<file path="config.mk">
export PLATFORM = sky130hd
export DESIGN_NAME = aes_ram
export DESIGN_NICKNAME = d
export VERILOG_FILES = /design/src/rtl/core/aes_block_cipher_ecb_cbc_assert.svh /design/src/rtl/core/aes_ram.sv
export SDC_FILE = /design/constraint.sdc
export NUM_CORES = 2
export LEC_CHECK = 0
export BUFFER_PORTS_ARGS = -buffer_cell sky130_fd_sc_hd__buf_2
export CAP_MARGIN = 0
export CORE_ASPECT_RATIO = 0.7
export CORE_MARGIN = 2
export CORE_UTILIZATION = 40
export DETAILED_ROUTE_END_ITERATION = 7
export PLACE_DENSITY_LB_ADDON = 0.08
export SYNTH_ARGS = -nofsm -noshare
export SYNTH_HDL_FRONTEND = slang
export SYNTH_SLANG_ARGS = --single-unit
</file>
<file path="constraint.sdc">
create_clock -name clk -period 14.4 [get_ports clk]
set_input_delay 0.72 -clock clk [delete_from_list [all_inputs] [get_ports clk]]
set_output_delay 0.72 -clock clk [all_outputs]
set_load 0.02 [all_outputs]
</file>
<file path="src/rtl/core/aes_block_cipher_ecb_cbc_assert.svh">
// assertion macros for the aes block cipher
`ifndef AES_BLOCK_CIPHER_ECB_CBC_ASSERT_SVH
`define AES_BLOCK_CIPHER_ECB_CBC_ASSERT_SVH
`ifndef ASSERT_OFF
// property must hold at every clock edge out of reset
`define AES_ASSERT(label, clk, rst_n, prop) \
    label: assert property (@(posedge clk) disable iff (!rst_n) (prop)) \
        else $error("aes assertion failed");
// condition must never be seen out of reset
`define AES_ASSERT_NEVER(label, clk, rst_n, cond) \
    label: assert property (@(posedge clk) disable iff (!rst_n) !(cond)) \
        else $error("aes forbidden condition seen");
`else
`define AES_ASSERT(label, clk, rst_n, prop)
`define AES_ASSERT_NEVER(label, clk, rst_n, cond)
`endif
`endif

</file>
<file path="src/rtl/core/aes_ram.sv">
// generic single write port ram with registered read
module aes_ram #(
    parameter int WIDTH = 128,
    parameter int DEPTH = 15
) (
    input  logic                     clk,
    input  logic                     we,
    input  logic [$clog2(DEPTH)-1:0] waddr,
    input  logic [WIDTH-1:0]         wdata,
    input  logic [$clog2(DEPTH)-1:0] raddr,
    output logic [WIDTH-1:0]         rdata
);

    logic [WIDTH-1:0] mem [DEPTH];

    // write and registered read
    always_ff @(posedge clk)
    begin
        if (we)
        begin
            mem[waddr] <= wdata;
        end
        rdata <= mem[raddr];
    end

endmodule

</file>
==> flow_summary.json <==
{
  "status": "complete, no violations",
  "critPathKind": "in2reg",
  "clk_latency_ns": 0.85,
  "yosysTopAreaCell": "edfxtp_1",
  "max_slew.worst_pin.slew_ns": 1.23,
  "wl_per_cell_um": 29.1,
  "r2r_slack_ns": 12.95,
  "floorplan.rows": 133,
  "reg2reg_depth": 3,
  "grt_first_pass_wirelength_mm": 277,
  "powerDensity_nw_per_um2": 146,
  "hold_violations": 0,
  "cts_hold_buf": 0,
  "n_fill_cell": 15800,
  "grt_remaining_overflow": 0,
  "max_stage_delay_ns": 0.86,
  "min_from": "wdata[11]",
  "numCtsBuffers": 203,
  "tns_ns": 0,
  "cts_resized": 0,
  "synth-seq-cells": 2048,
  "grtUsageTotal": 0.201,
  "reg2reg_to": "rdata[105]$_DFF_P_",
  "max_freq_mhz": 257,
  "crit_path_end": "rdata[83]$_DFF_P_",
  "syn_inst": 3682,
  "syn-num-nets": 3820,
  "cp.depth": 7,
  "cts_tree": "done",
  "synthTopCellsByArea": "edfxtp_1, mux4_2, mux2i_1",
  "slew_headroom": 0.181,
  "drt-initial-drc-count": 3123,
  "rr_startpoint": "mem[7][105]$_DFFE_PP_",
  "cts.sinks": 2048,
  "cts.path.max_buffers": 4,
  "cpMostUsedCell": "buf_4",
  "arrival_ns": 4.57,
  "syn_area_um2": 75700,
  "hold_ws_ns": 0.241,
  "totalPowerFinal_mw": 12.6,
  "worstPathRequired_ns": 15.08,
  "post_cts_buffers": 0,
  "path_cells": "buf_8, buf_4, buf_4, buf_4, mux4_2, a22oi_1, o21ai_1",
  "grt_setup_unrepaired": "false",
  "io_pins": 266,
  "synth_area_per_cell_um2": 20.5,
  "slew_viol_final": 0,
  "p_leak_nw": 28.3,
  "wl_mm": 195,
  "yosysUniqueCellTypes": 31,
  "gp_congestion": 0.691,
  "cpMaxStageDelayCell": "buf_4",
  "dieArea_um2": 193000,
  "grt_pass1_vias": 37400,
  "portBuffers": 265,
  "ys_seq_area_frac": 0.796,
  "die_h_um": 368,
  "setup.worst_path.end_class": "flip-flop",
  "die_w_um": 524,
  "grt_max_degree": 109,
  "h-tree-depth": 4,
  "maxCapViolations": 0,
  "syn2layout_area_growth_pct": 14.0,
  "final-setup-viol-count": 0,
  "ir_drop_v": 0.0000927,
  "dp_hpwl_mm": 91.9,
  "core_um2": 188000,
  "clk_pin_slew_ns": 0.07,
  "first_pass_iters": 5,
  "critPathBufInv": 4,
  "fin_crit_ns": 3.89,
  "drive_gt1_frac": 0.220,
  "nets": 4158,
  "min_period_over_period": 0.270,
  "drc": 0,
  "critPathMaxFanout": 55,
  "start_util": 0.403,
  "fin_skew_ns": 0.0395,
  "viasPerCell": 5.45,
  "yosysWarnings": 0,
  "critPathLaunch": "raddr[0]",
  "clockRootBuffer": "clkbuf_16",
  "cp-start-kind": "input pin",
  "antenna_found_initial": 44,
  "critical-path-top-delay-family": "buffers and inverters",
  "num_vias": 36500,
  "hp-class": "in2reg",
  "drtAntennaViolNets": 0,
  "synth_top_area_frac": 0.762
}
power by group:
group	switching [mW]	internal, mW	total, mW
Combinational	0.437	0.223	0.660
Clock	2.23	2.98	5.21
Sequential	0.0530	6.66	6.71
layout by cell type (no fill, tap or decap), types with 13 or more instances in the layout:
master and count:
edfxtp_1 1920, mux2i_1 360, mux4_2 268, buf_2 262, clkbuf_16 205, nand2_1 130, a22oi_1 128, dfxtp_1 128
nand2b_1 120, o22ai_1 116, a31oi_1 116, o21ai_1 103, buf_4 63, clkbuf_1 58, clkinv_2 39, clkinv_1 26
nor2_1 18, clkbuf_8 18, diode_2 16, bufinv_16 15, nor2_4 13, o21ai_0 13
per-layer routing:
| layer | share of wire | vias to the layer above | global-route usage |
|---|---|---|---|
| met4 | 0.020 | 22 | 0.0420 |
| met5 | 0.00074 | - | 0 |
| met1 | 0.46 | 19500 | 0.295 |
| met3 | 0.053 | 310 | 0.0362 |
| met2 | 0.46 | 906 | 0.316 |
| li1 | - | 15800 | - |
area by class of cell:
class / count / area (um^2) / area share
Sequential cell: 2048 / 60200 / 0.698
Multi-Input combinational cell: 1424 / 14400 / 0.166
Clock buffer: 281 / 5600 / 0.0649
Tap cell: 2497 / 3120 / 0.0362
Timing Repair Buffer: 340 / 2070 / 0.0240
Clock inverter: 90 / 842 / 0.00976
Antenna cell: 16 / 40.0 / 0.000464
Inverter: 3 / 21.3 / 0.000247
worst min-delay path by stage:
stage | to | slack, ns | depth (start not counted)
finish | mem[2][11]$_DFFE_PP_ | 0.24 | 1
global route | mem[6][30]$_DFFE_PP_ | 0.20 | 1
CTS | mem[4][8]$_DFFE_PP_ | 0.18 | 1
detailed placement | rdata[45]$_DFF_P_ | 0.54 | 2
global placement | rdata[89]$_DFF_P_ | 0.54 | 2
floorplan | rdata[109]$_DFF_P_ | 0.52 | 2
logic make-up after synthesis:
kind of cell	after synthesis	share of synthesized area
DFF	2048	0.796
muxes	628	0.127
AOI/OAI and AO/OA	500	0.0415
buffers and inverters	210	0.0160
and+or+nand+nor	296	0.0192
flip-flops by register name, indices dropped and copies added (netlist names):
name / flops
rdata: 128
mem: 1920
through the flow:
stage          area (um^2)  utilization  setup WS, ns  std cells
2_1_floorplan        75700            -          3.75       3682
3_3_place_gp         79800        0.425          9.63       6312
3_5_place_dp         79800        0.425          9.64       6312
4_1_cts              86200        0.459         10.53       6683
5_1_grt              86200        0.459         10.30       6687
6_report             86300        0.459         10.51       6699
synthesized netlist by cell type:
cell / n
a21oi_1: 12
a22oi_1: 128
a31oi_1: 116
and2b_1: 1
buf_1: 11
buf_2: 55
buf_4: 50
buf_6: 22
clkbuf_1: 69
clkinv_1: 1
dfxtp_1: 128
edfxtp_1: 1920
inv_1: 1
inv_2: 1
mux2i_1: 360
mux4_2: 268
nand2_1: 130
nand2b_1: 122
nand3_1: 1
nand3b_1: 2
nor2_1: 31
nor2_2: 1
nor2b_1: 1
nor3_1: 4
o211ai_1: 12
o21ai_0: 13
o21ai_1: 103
o22ai_1: 116
or2_1: 1
or2_2: 1
or3b_2: 1
worst reg2reg max path: stages (launching register included):
cell,delay (ns)
edfxtp_1,0.36
mux4_2,0.47
a22oi_1,0.24
o21ai_1,0.19
Power figures use the tool's default switching activity.
