$ cat config.mk
export PLATFORM = sky130hd
export DESIGN_NAME = aes_key_expand
export DESIGN_NICKNAME = d
export VERILOG_FILES = /design/src/rtl/core/aes_block_cipher_ecb_cbc_assert.svh /design/src/rtl/core/aes_pkg.sv /design/src/rtl/core/aes_key_expand.sv
export SDC_FILE = /design/constraint.sdc
export NUM_CORES = 1
export LEC_CHECK = 0
export ABC_AREA = 1
export BUFFER_PORTS_ARGS = -buffer_cell sky130_fd_sc_hd__buf_2
export CAP_MARGIN = 0
export CELL_PAD_IN_SITES_DETAIL_PLACEMENT = 1
export CELL_PAD_IN_SITES_GLOBAL_PLACEMENT = 1
export CORE_AREA = 2 2 272 274
export DETAILED_ROUTE_END_ITERATION = 10
export DIE_AREA = 0 0 274 276
export HOLD_SLACK_MARGIN = 0.1
export PLACE_DENSITY = 0.79
export SLEW_MARGIN = 20
export SYNTH_ARGS = -nofsm -noshare
export SYNTH_HDL_FRONTEND = slang
export SYNTH_SLANG_ARGS = --single-unit
$ cat constraint.sdc
create_clock -name clk -period 25.9 [get_ports clk]
set_clock_uncertainty 0.1 [all_clocks]
set_input_delay 5.18 -clock clk [delete_from_list [all_inputs] [get_ports clk]]
set_output_delay 5.18 -clock clk [all_outputs]
set_load 0.03 [all_outputs]
$ cat src/rtl/core/aes_block_cipher_ecb_cbc_assert.svh
// assertion macros for the aes block cipher
`ifndef AES_BLOCK_CIPHER_ECB_CBC_ASSERT_SVH
`define AES_BLOCK_CIPHER_ECB_CBC_ASSERT_SVH
`ifndef ASSERT_OFF
// property must hold at every clock edge out of reset
`define AES_ASSERT(label, clk, rst_n, prop) \
    label: assert property (@(posedge clk) disable iff (!rst_n) (prop)) \
        else $error("aes assertion failed");
// condition must never be seen out of reset
`define AES_ASSERT_NEVER(label, clk, rst_n, cond) \
    label: assert property (@(posedge clk) disable iff (!rst_n) !(cond)) \
        else $error("aes forbidden condition seen");
`else
`define AES_ASSERT(label, clk, rst_n, prop)
`define AES_ASSERT_NEVER(label, clk, rst_n, cond)
`endif
`endif

$ cat src/rtl/core/aes_pkg.sv
// shared types, tables and field arithmetic for the aes block cipher
package aes_pkg;

    localparam int ROW_AW = 4;
    localparam int ROWS   = 15;

    // configuration register indexes
    localparam logic [3:0] REG_KEY_0  = 4'd0;
    localparam logic [3:0] REG_KEY_1  = 4'd1;
    localparam logic [3:0] REG_KEY_2  = 4'd2;
    localparam logic [3:0] REG_KEY_3  = 4'd3;
    localparam logic [3:0] REG_IV_HI  = 4'd4;
    localparam logic [3:0] REG_IV_LO  = 4'd5;
    localparam logic [3:0] REG_KEYLEN = 4'd6;
    localparam logic [3:0] REG_MODE   = 4'd7;

    // key length codes
    localparam logic [1:0] KEYLEN_128 = 2'd0;
    localparam logic [1:0] KEYLEN_192 = 2'd1;

    typedef enum logic [2:0] {
        ST_IDLE,
        ST_EXPAND,
        ST_KEYRD,
        ST_INIT,
        ST_ROUND,
        ST_FINISH
    } state_t;

    typedef struct packed {
        logic              en;
        logic [ROW_AW-1:0] addr;
        logic [127:0]      data;
    } ram_wr_t;

    localparam logic [7:0] SBOX [256] = '{
        8'h63,8'h7C,8'h77,8'h7B,8'hF2,8'h6B,8'h6F,8'hC5,8'h30,8'h01,8'h67,8'h2B,8'hFE,8'hD7,8'hAB,8'h76,
        8'hCA,8'h82,8'hC9,8'h7D,8'hFA,8'h59,8'h47,8'hF0,8'hAD,8'hD4,8'hA2,8'hAF,8'h9C,8'hA4,8'h72,8'hC0,
        8'hB7,8'hFD,8'h93,8'h26,8'h36,8'h3F,8'hF7,8'hCC,8'h34,8'hA5,8'hE5,8'hF1,8'h71,8'hD8,8'h31,8'h15,
        8'h04,8'hC7,8'h23,8'hC3,8'h18,8'h96,8'h05,8'h9A,8'h07,8'h12,8'h80,8'hE2,8'hEB,8'h27,8'hB2,8'h75,
        8'h09,8'h83,8'h2C,8'h1A,8'h1B,8'h6E,8'h5A,8'hA0,8'h52,8'h3B,8'hD6,8'hB3,8'h29,8'hE3,8'h2F,8'h84,
        8'h53,8'hD1,8'h00,8'hED,8'h20,8'hFC,8'hB1,8'h5B,8'h6A,8'hCB,8'hBE,8'h39,8'h4A,8'h4C,8'h58,8'hCF,
        8'hD0,8'hEF,8'hAA,8'hFB,8'h43,8'h4D,8'h33,8'h85,8'h45,8'hF9,8'h02,8'h7F,8'h50,8'h3C,8'h9F,8'hA8,
        8'h51,8'hA3,8'h40,8'h8F,8'h92,8'h9D,8'h38,8'hF5,8'hBC,8'hB6,8'hDA,8'h21,8'h10,8'hFF,8'hF3,8'hD2,
        8'hCD,8'h0C,8'h13,8'hEC,8'h5F,8'h97,8'h44,8'h17,8'hC4,8'hA7,8'h7E,8'h3D,8'h64,8'h5D,8'h19,8'h73,
        8'h60,8'h81,8'h4F,8'hDC,8'h22,8'h2A,8'h90,8'h88,8'h46,8'hEE,8'hB8,8'h14,8'hDE,8'h5E,8'h0B,8'hDB,
        8'hE0,8'h32,8'h3A,8'h0A,8'h49,8'h06,8'h24,8'h5C,8'hC2,8'hD3,8'hAC,8'h62,8'h91,8'h95,8'hE4,8'h79,
        8'hE7,8'hC8,8'h37,8'h6D,8'h8D,8'hD5,8'h4E,8'hA9,8'h6C,8'h56,8'hF4,8'hEA,8'h65,8'h7A,8'hAE,8'h08,
        8'hBA,8'h78,8'h25,8'h2E,8'h1C,8'hA6,8'hB4,8'hC6,8'hE8,8'hDD,8'h74,8'h1F,8'h4B,8'hBD,8'h8B,8'h8A,
        8'h70,8'h3E,8'hB5,8'h66,8'h48,8'h03,8'hF6,8'h0E,8'h61,8'h35,8'h57,8'hB9,8'h86,8'hC1,8'h1D,8'h9E,
        8'hE1,8'hF8,8'h98,8'h11,8'h69,8'hD9,8'h8E,8'h94,8'h9B,8'h1E,8'h87,8'hE9,8'hCE,8'h55,8'h28,8'hDF,
        8'h8C,8'hA1,8'h89,8'h0D,8'hBF,8'hE6,8'h42,8'h68,8'h41,8'h99,8'h2D,8'h0F,8'hB0,8'h54,8'hBB,8'h16
    };

    localparam logic [7:0] INV_SBOX [256] = '{
        8'h52,8'h09,8'h6A,8'hD5,8'h30,8'h36,8'hA5,8'h38,8'hBF,8'h40,8'hA3,8'h9E,8'h81,8'hF3,8'hD7,8'hFB,
        8'h7C,8'hE3,8'h39,8'h82,8'h9B,8'h2F,8'hFF,8'h87,8'h34,8'h8E,8'h43,8'h44,8'hC4,8'hDE,8'hE9,8'hCB,
        8'h54,8'h7B,8'h94,8'h32,8'hA6,8'hC2,8'h23,8'h3D,8'hEE,8'h4C,8'h95,8'h0B,8'h42,8'hFA,8'hC3,8'h4E,
        8'h08,8'h2E,8'hA1,8'h66,8'h28,8'hD9,8'h24,8'hB2,8'h76,8'h5B,8'hA2,8'h49,8'h6D,8'h8B,8'hD1,8'h25,
        8'h72,8'hF8,8'hF6,8'h64,8'h86,8'h68,8'h98,8'h16,8'hD4,8'hA4,8'h5C,8'hCC,8'h5D,8'h65,8'hB6,8'h92,
        8'h6C,8'h70,8'h48,8'h50,8'hFD,8'hED,8'hB9,8'hDA,8'h5E,8'h15,8'h46,8'h57,8'hA7,8'h8D,8'h9D,8'h84,
        8'h90,8'hD8,8'hAB,8'h00,8'h8C,8'hBC,8'hD3,8'h0A,8'hF7,8'hE4,8'h58,8'h05,8'hB8,8'hB3,8'h45,8'h06,
        8'hD0,8'h2C,8'h1E,8'h8F,8'hCA,8'h3F,8'h0F,8'h02,8'hC1,8'hAF,8'hBD,8'h03,8'h01,8'h13,8'h8A,8'h6B,
        8'h3A,8'h91,8'h11,8'h41,8'h4F,8'h67,8'hDC,8'hEA,8'h97,8'hF2,8'hCF,8'hCE,8'hF0,8'hB4,8'hE6,8'h73,
        8'h96,8'hAC,8'h74,8'h22,8'hE7,8'hAD,8'h35,8'h85,8'hE2,8'hF9,8'h37,8'hE8,8'h1C,8'h75,8'hDF,8'h6E,
        8'h47,8'hF1,8'h1A,8'h71,8'h1D,8'h29,8'hC5,8'h89,8'h6F,8'hB7,8'h62,8'h0E,8'hAA,8'h18,8'hBE,8'h1B,
        8'hFC,8'h56,8'h3E,8'h4B,8'hC6,8'hD2,8'h79,8'h20,8'h9A,8'hDB,8'hC0,8'hFE,8'h78,8'hCD,8'h5A,8'hF4,
        8'h1F,8'hDD,8'hA8,8'h33,8'h88,8'h07,8'hC7,8'h31,8'hB1,8'h12,8'h10,8'h59,8'h27,8'h80,8'hEC,8'h5F,
        8'h60,8'h51,8'h7F,8'hA9,8'h19,8'hB5,8'h4A,8'h0D,8'h2D,8'hE5,8'h7A,8'h9F,8'h93,8'hC9,8'h9C,8'hEF,
        8'hA0,8'hE0,8'h3B,8'h4D,8'hAE,8'h2A,8'hF5,8'hB0,8'hC8,8'hEB,8'hBB,8'h3C,8'h83,8'h53,8'h99,8'h61,
        8'h17,8'h2B,8'h04,8'h7E,8'hBA,8'h77,8'hD6,8'h26,8'hE1,8'h69,8'h14,8'h63,8'h55,8'h21,8'h0C,8'h7D
    };

    localparam logic [3:0] FWD_COEF [4] = '{4'h2, 4'h3, 4'h1, 4'h1};
    localparam logic [3:0] INV_COEF [4] = '{4'hE, 4'hB, 4'hD, 4'h9};

    // multiply by x in gf(2^8)
    function automatic logic [7:0] xtime(input logic [7:0] v);
        return {v[6:0], 1'b0} ^ (v[7] ? 8'h1B : 8'h00);
    endfunction

    // multiply by a 4-bit constant
    function automatic logic [7:0] gmul4(input logic [7:0] a, input logic [3:0] c);
        logic [7:0] r;
        logic [7:0] p;
        r = 8'h00;
        p = a;
        for (int b = 0; b < 4; b++) begin
            if (c[b]) r = r ^ p;
            p = xtime(p);
        end
        return r;
    endfunction

    // one column of mixcolumns or its inverse, row 0 in the top byte
    function automatic logic [31:0] mix_col(input logic [31:0] w, input logic inv);
        logic [31:0] t;
        logic [7:0]  v;
        logic [3:0]  c;
        t = '0;
        for (int r = 0; r < 4; r++) begin
            v = 8'h00;
            for (int k = 0; k < 4; k++) begin
                c = inv ? INV_COEF[(k - r + 4) % 4] : FWD_COEF[(k - r + 4) % 4];
                v = v ^ gmul4(w[31 - 8*k -: 8], c);
            end
            t[31 - 8*r -: 8] = v;
        end
        return t;
    endfunction

    function automatic logic [31:0] sub_word(input logic [31:0] w);
        return {SBOX[w[31:24]], SBOX[w[23:16]], SBOX[w[15:8]], SBOX[w[7:0]]};
    endfunction

    // number of rounds, any other code as 256 bit
    function automatic logic [3:0] rounds_of(input logic [1:0] kl);
        logic [3:0] n;
        case (kl)
            KEYLEN_128: n = 4'd10;
            KEYLEN_192: n = 4'd12;
            default:    n = 4'd14;
        endcase
        return n;
    endfunction

endpackage

$ cat src/rtl/core/aes_key_expand.sv
// key schedule, one word per cycle, written to the store a row at a time
module aes_key_expand (
    input  logic             clk,
    input  logic             rst_n,
    input  logic             start,
    input  logic [255:0]     key,
    input  logic [1:0]       key_length,
    output aes_pkg::ram_wr_t wr,
    output logic             done
);
    import aes_pkg::*;

    logic        busy_reg, busy_next;
    logic [5:0]  cnt_reg, cnt_next;
    logic [2:0]  kc_reg, kc_next;
    logic [7:0]  rcon_reg, rcon_next;
    logic [31:0] win_reg [8];
    logic [95:0] row_reg;
    logic [3:0]  nk;
    logic [5:0]  last_idx;
    logic [31:0] t;
    logic [31:0] back;
    logic [31:0] word;

    // shape of the schedule
    always_comb
    begin
        case (key_length)
            KEYLEN_128: begin nk = 4'd4; back = win_reg[3]; end
            KEYLEN_192: begin nk = 4'd6; back = win_reg[5]; end
            default:    begin nk = 4'd8; back = win_reg[7]; end
        endcase
        last_idx = {rounds_of(key_length), 2'b11};
    end

    // next schedule word
    always_comb
    begin
        t         = win_reg[0];
        rcon_next = rcon_reg;
        if ({1'b0, kc_reg} == 4'd0)
        begin
            t         = sub_word({win_reg[0][23:0], win_reg[0][31:24]}) ^ {rcon_reg, 24'h0};
            rcon_next = xtime(rcon_reg);
        end
        else if (nk == 4'd8 && kc_reg == 3'd4)
        begin
            t = sub_word(win_reg[0]);
        end
        if (cnt_reg < {2'b00, nk})
        begin
            word      = key[255 - 32*cnt_reg[2:0] -: 32];
            rcon_next = rcon_reg;
        end
        else
        begin
            word = back ^ t;
        end
    end

    // counters
    always_comb
    begin
        busy_next = busy_reg;
        cnt_next  = cnt_reg;
        kc_next   = kc_reg;
        if (start)
        begin
            busy_next = 1'b1;
            cnt_next  = '0;
            kc_next   = '0;
        end
        else if (busy_reg)
        begin
            cnt_next  = cnt_reg + 6'd1;
            kc_next   = ({1'b0, kc_reg} == nk - 4'd1) ? 3'd0 : kc_reg + 3'd1;
            busy_next = (cnt_reg != last_idx);
        end
    end

    always_ff @(posedge clk or negedge rst_n)
    begin
        if (!rst_n)
        begin
            busy_reg <= 1'b0;
            cnt_reg  <= '0;
            kc_reg   <= '0;
            rcon_reg <= 8'h01;
        end
        else
        begin
            busy_reg <= busy_next;
            cnt_reg  <= cnt_next;
            kc_reg   <= kc_next;
            rcon_reg <= start ? 8'h01 : (busy_reg ? rcon_next : rcon_reg);
        end
    end

    // word window and row gather
    always_ff @(posedge clk)
    begin
        if (busy_reg)
        begin
            win_reg[0] <= word;
            for (int k = 1; k < 8; k++)
            begin
                win_reg[k] <= win_reg[k-1];
            end
            row_reg <= {row_reg[63:0], word};
        end
    end

    assign wr.en   = busy_reg && (cnt_reg[1:0] == 2'b11);
    assign wr.addr = cnt_reg[5:2];
    assign wr.data = {row_reg, word};
    assign done    = busy_reg && (cnt_reg == last_idx);

endmodule

==> metrics.cfg <==
[clock_tree]
post_cts.resized_instances=0
postCtsHoldBufs=0
cts_num_sinks=274
htree_levels=2
clockBufferDepth=3
clock-root-buffer=clkbuf_16
tritoncts=built
cts.clk_slew.worst_paths_ps=60
worstSkewPairLatency_ps=570
number_of_buffers_created_by_cts=34
cts_setup_buffers=0

[power_and_ir_drop]
max_rail_drop_vdd_mv=0.0472
p_leak_nw=13.3
power.density_mw_per_mm2=112

[sta]
setup_repair_after_global_routing_missed_its_margin=no
final-setup-viol-count=0
worstMarginPinSlew_ps=1160
worst_slack_ps=12470
min_period_ps=13430
final_max_slew_viol_count=0
layout_worst_path_cycle_share_pct=51.8
finalSetupTns_ps=0
max_freq_mhz=74.5
final-hold-violation-count=0
timing.max_slew.rel_slack_pct=22.5

[critical_path]
rrSetupSlack_ps=21330
timing.critical_path.cells=buf_2, buf_4, inv_2, nor3_4, buf_4, inv_2, a21oi_1, o21ai_1, nand3_1, nand2_1, o21ai_1, buf_2
worst_r2r_path_depth=15
crit_fanout=37
cpMaxStageDelayCell=inv_2
crit_required_ps=20620
cp.arrival_ps=8150
worstSetupPathType=in2out
cp-startpoint=key_length[1]
setup.worst_path.start_class=input pin
timing.rr.end=row_reg[1]$_DFFE_PP_
timing.critical_path.slowest_cell_delay_ps=480
timing.rr.start=row_reg[25]$_DFFE_PP_
end_kind=primary output

[synth]
postSynthAreaPerCell_um2=6.42
synth.net_count=4247
post_synth_main_area_contributors=edfxtp_1, nand2_1, nand3_1
synth-edff-count=256
synth_cells=3921
async_flop_share_pct=6.57
synth-xor-area-share_pct=0.104
synth_top_family_by_area=simple AND/OR/NAND/NOR gates
synth_most_common_cell=nand2_1
yosysWarningCount=0
ys_top_cells_by_count=nand2_1, nand3_1, nor2_1, o21ai_0, edfxtp_1
synth_area_leader_cell=edfxtp_1
synth_adder_area_share_pct=3.23
synthSimpleGateAreaFrac_pct=42.0
yosys_register_bits=274
synth_compound_area_share_pct=11.8
ys.flop_type=edfxtp_1
synth_sequential_area_ratio_pct=32.3
synth.area.mux_share_pct=0
yosysUniqueCellTypes=40
post_synth_instance_area_mm2=0.0252
post_synth_top_area_share_pct=30.5

[floorplan]
die_x_um=274
num_io_pins=395
number_of_rows_created_at_floorplan=99
dieHeight_um=276
die_area_mm2=0.0756
floorplan.initialDensity_pct=34.7
coreArea_mm2=0.0726

[run]
drv.max_cap_violation_count=0

[routing]
drtPass1Iterations=5
detail_route.vias_per_cell=6.00
count_of_vias_placed_by_the_detailed_router=30300
drc_errors=0
routed_wirelength_um=137000
avgRoutedWirePerCell_um=27.2
detail-route-antenna-nets=0
detailed_route_iter0_violations=3903

[cells_and_area]
nNetsFinal=4373
largest_register_ffs=161
final_layout_size_suffix_gt1_share_pct=13.5
synthToLayoutAreaGrowth_pct=11.2
fillers=9682

[place]
dpl_wire_length_um=101000
dpl_worst_slack_ps=12530
port_buffers=394
routability_cong=1.03

[grt]
initial_antenna_violation_count=22
grt_usage_pct=35.1
grt_max_degree=93
grt_first_pass_wirelength_um=200000
grt_pass1_vias=30100
grt.overflow.total=0

[outcome]
outcome=finished, final reports clean

[hold_path]
worst_min_path_class=reg2reg
worstHoldStart=win_reg[1][10]$_DFFE_PP_
hold_end=win_reg[1][42]$_DFFE_PP_
worst_hold_path.num_cells=0

-- critical path: cells and delay by family --
kind	cells	cell delay, ps
AOI/OAI and AO/OA	3	630
buffers and inverters	6	1910
and+or+nand+nor	3	350
-- final cells by class --
| type | count | area (µm²) | area share [%] |
|---|---|---|---|
| timing repair buffer | 448 | 2420 | 8.64 |
| tap | 959 | 1200 | 4.28 |
| clock inverter | 22 | 145 | 0.518 |
| clock buffer | 39 | 890 | 3.18 |
| multi-input combinational | 3086 | 14400 | 51.5 |
| antenna | 12 | 30.0 | 0.107 |
| sequential | 274 | 8150 | 29.1 |
| inverter | 203 | 766 | 2.73 |
-- per-stage QoR --
step / instance area (µm²) / total power, mW / utilization, % / hold WS (ps) / std cells
after global placement: 26900 / 2.59 / 37.0 / 300 / 4968
after floorplan: 25200 / 1.96 / - / 300 / 3921
after CTS: 28000 / 3.07 / 38.6 / 311 / 5031
after global routing: 28000 / 3.29 / 38.6 / 320 / 5043
after detailed placement: 26900 / 2.60 / 37.1 / 306 / 4970
final: 28000 / 3.13 / 38.6 / 309 / 5043
-- layer usage --
metal	vias to the layer above	wire (µm)	global-route usage, %
li1	13500	-	-
met1	14600	53000	44.9
met2	1849	60600	53.6
met3	379	13200	6.20
met4	4	10600	24.5
met5	-	27	0
-- power by group --
| part | leakage [nW] | total [mW] | internal (mW) | switching, mW |
|---|---|---|---|---|
| combinational | 9.75 | 1.96 | 0.487 | 1.48 |
| clock | 0.508 | 0.459 | 0.250 | 0.209 |
| sequential | 3.00 | 0.712 | 0.632 | 0.0804 |
-- how the worst max path moves through the flow --
stage	to	slack, ps	cells after the start
2_1_floorplan	done	13600	2
3_3_place_gp	wr[20]	12600	12
3_5_place_dp	wr[20]	12530	12
4_1_cts	wr[20]	12510	12
5_1_grt	wr[20]	12280	12
6_report	wr[20]	12470	12
-- logic make-up (layout without fill, tap and decap cells) --
| kind of cell | count (synthesis) | in the layout |
|---|---|---|
| fa+ha+maj | 65 | 65 |
| other cells | 0 | 12 |
| buf+inv | 561 | 712 |
| simple gates | 2473 | 2473 |
| flops | 274 | 274 |
| xor+xnor | 3 | 3 |
| compound gates | 545 | 545 |
-- cell usage in the layout (no fill, tap or decap), drive strengths merged, types with 2 or more instances in the layout --
master    instances
xnor2             3
nand3           838
clkinv           18
o21ai           279
ha               65
o2111ai           2
edfxtp          256
clkbuf           39
and2              2
nor2            340
inv             205
a21oi           130
nor3              6
a31oi             8
o211ai           47
nand3b           19
clkinvlp          2
nand2          1230
diode            12
o22ai            76
buf             448
dfrtp            17
nand4            33
and3              3
No activity file was read; power rests on OpenSTA's default activity.
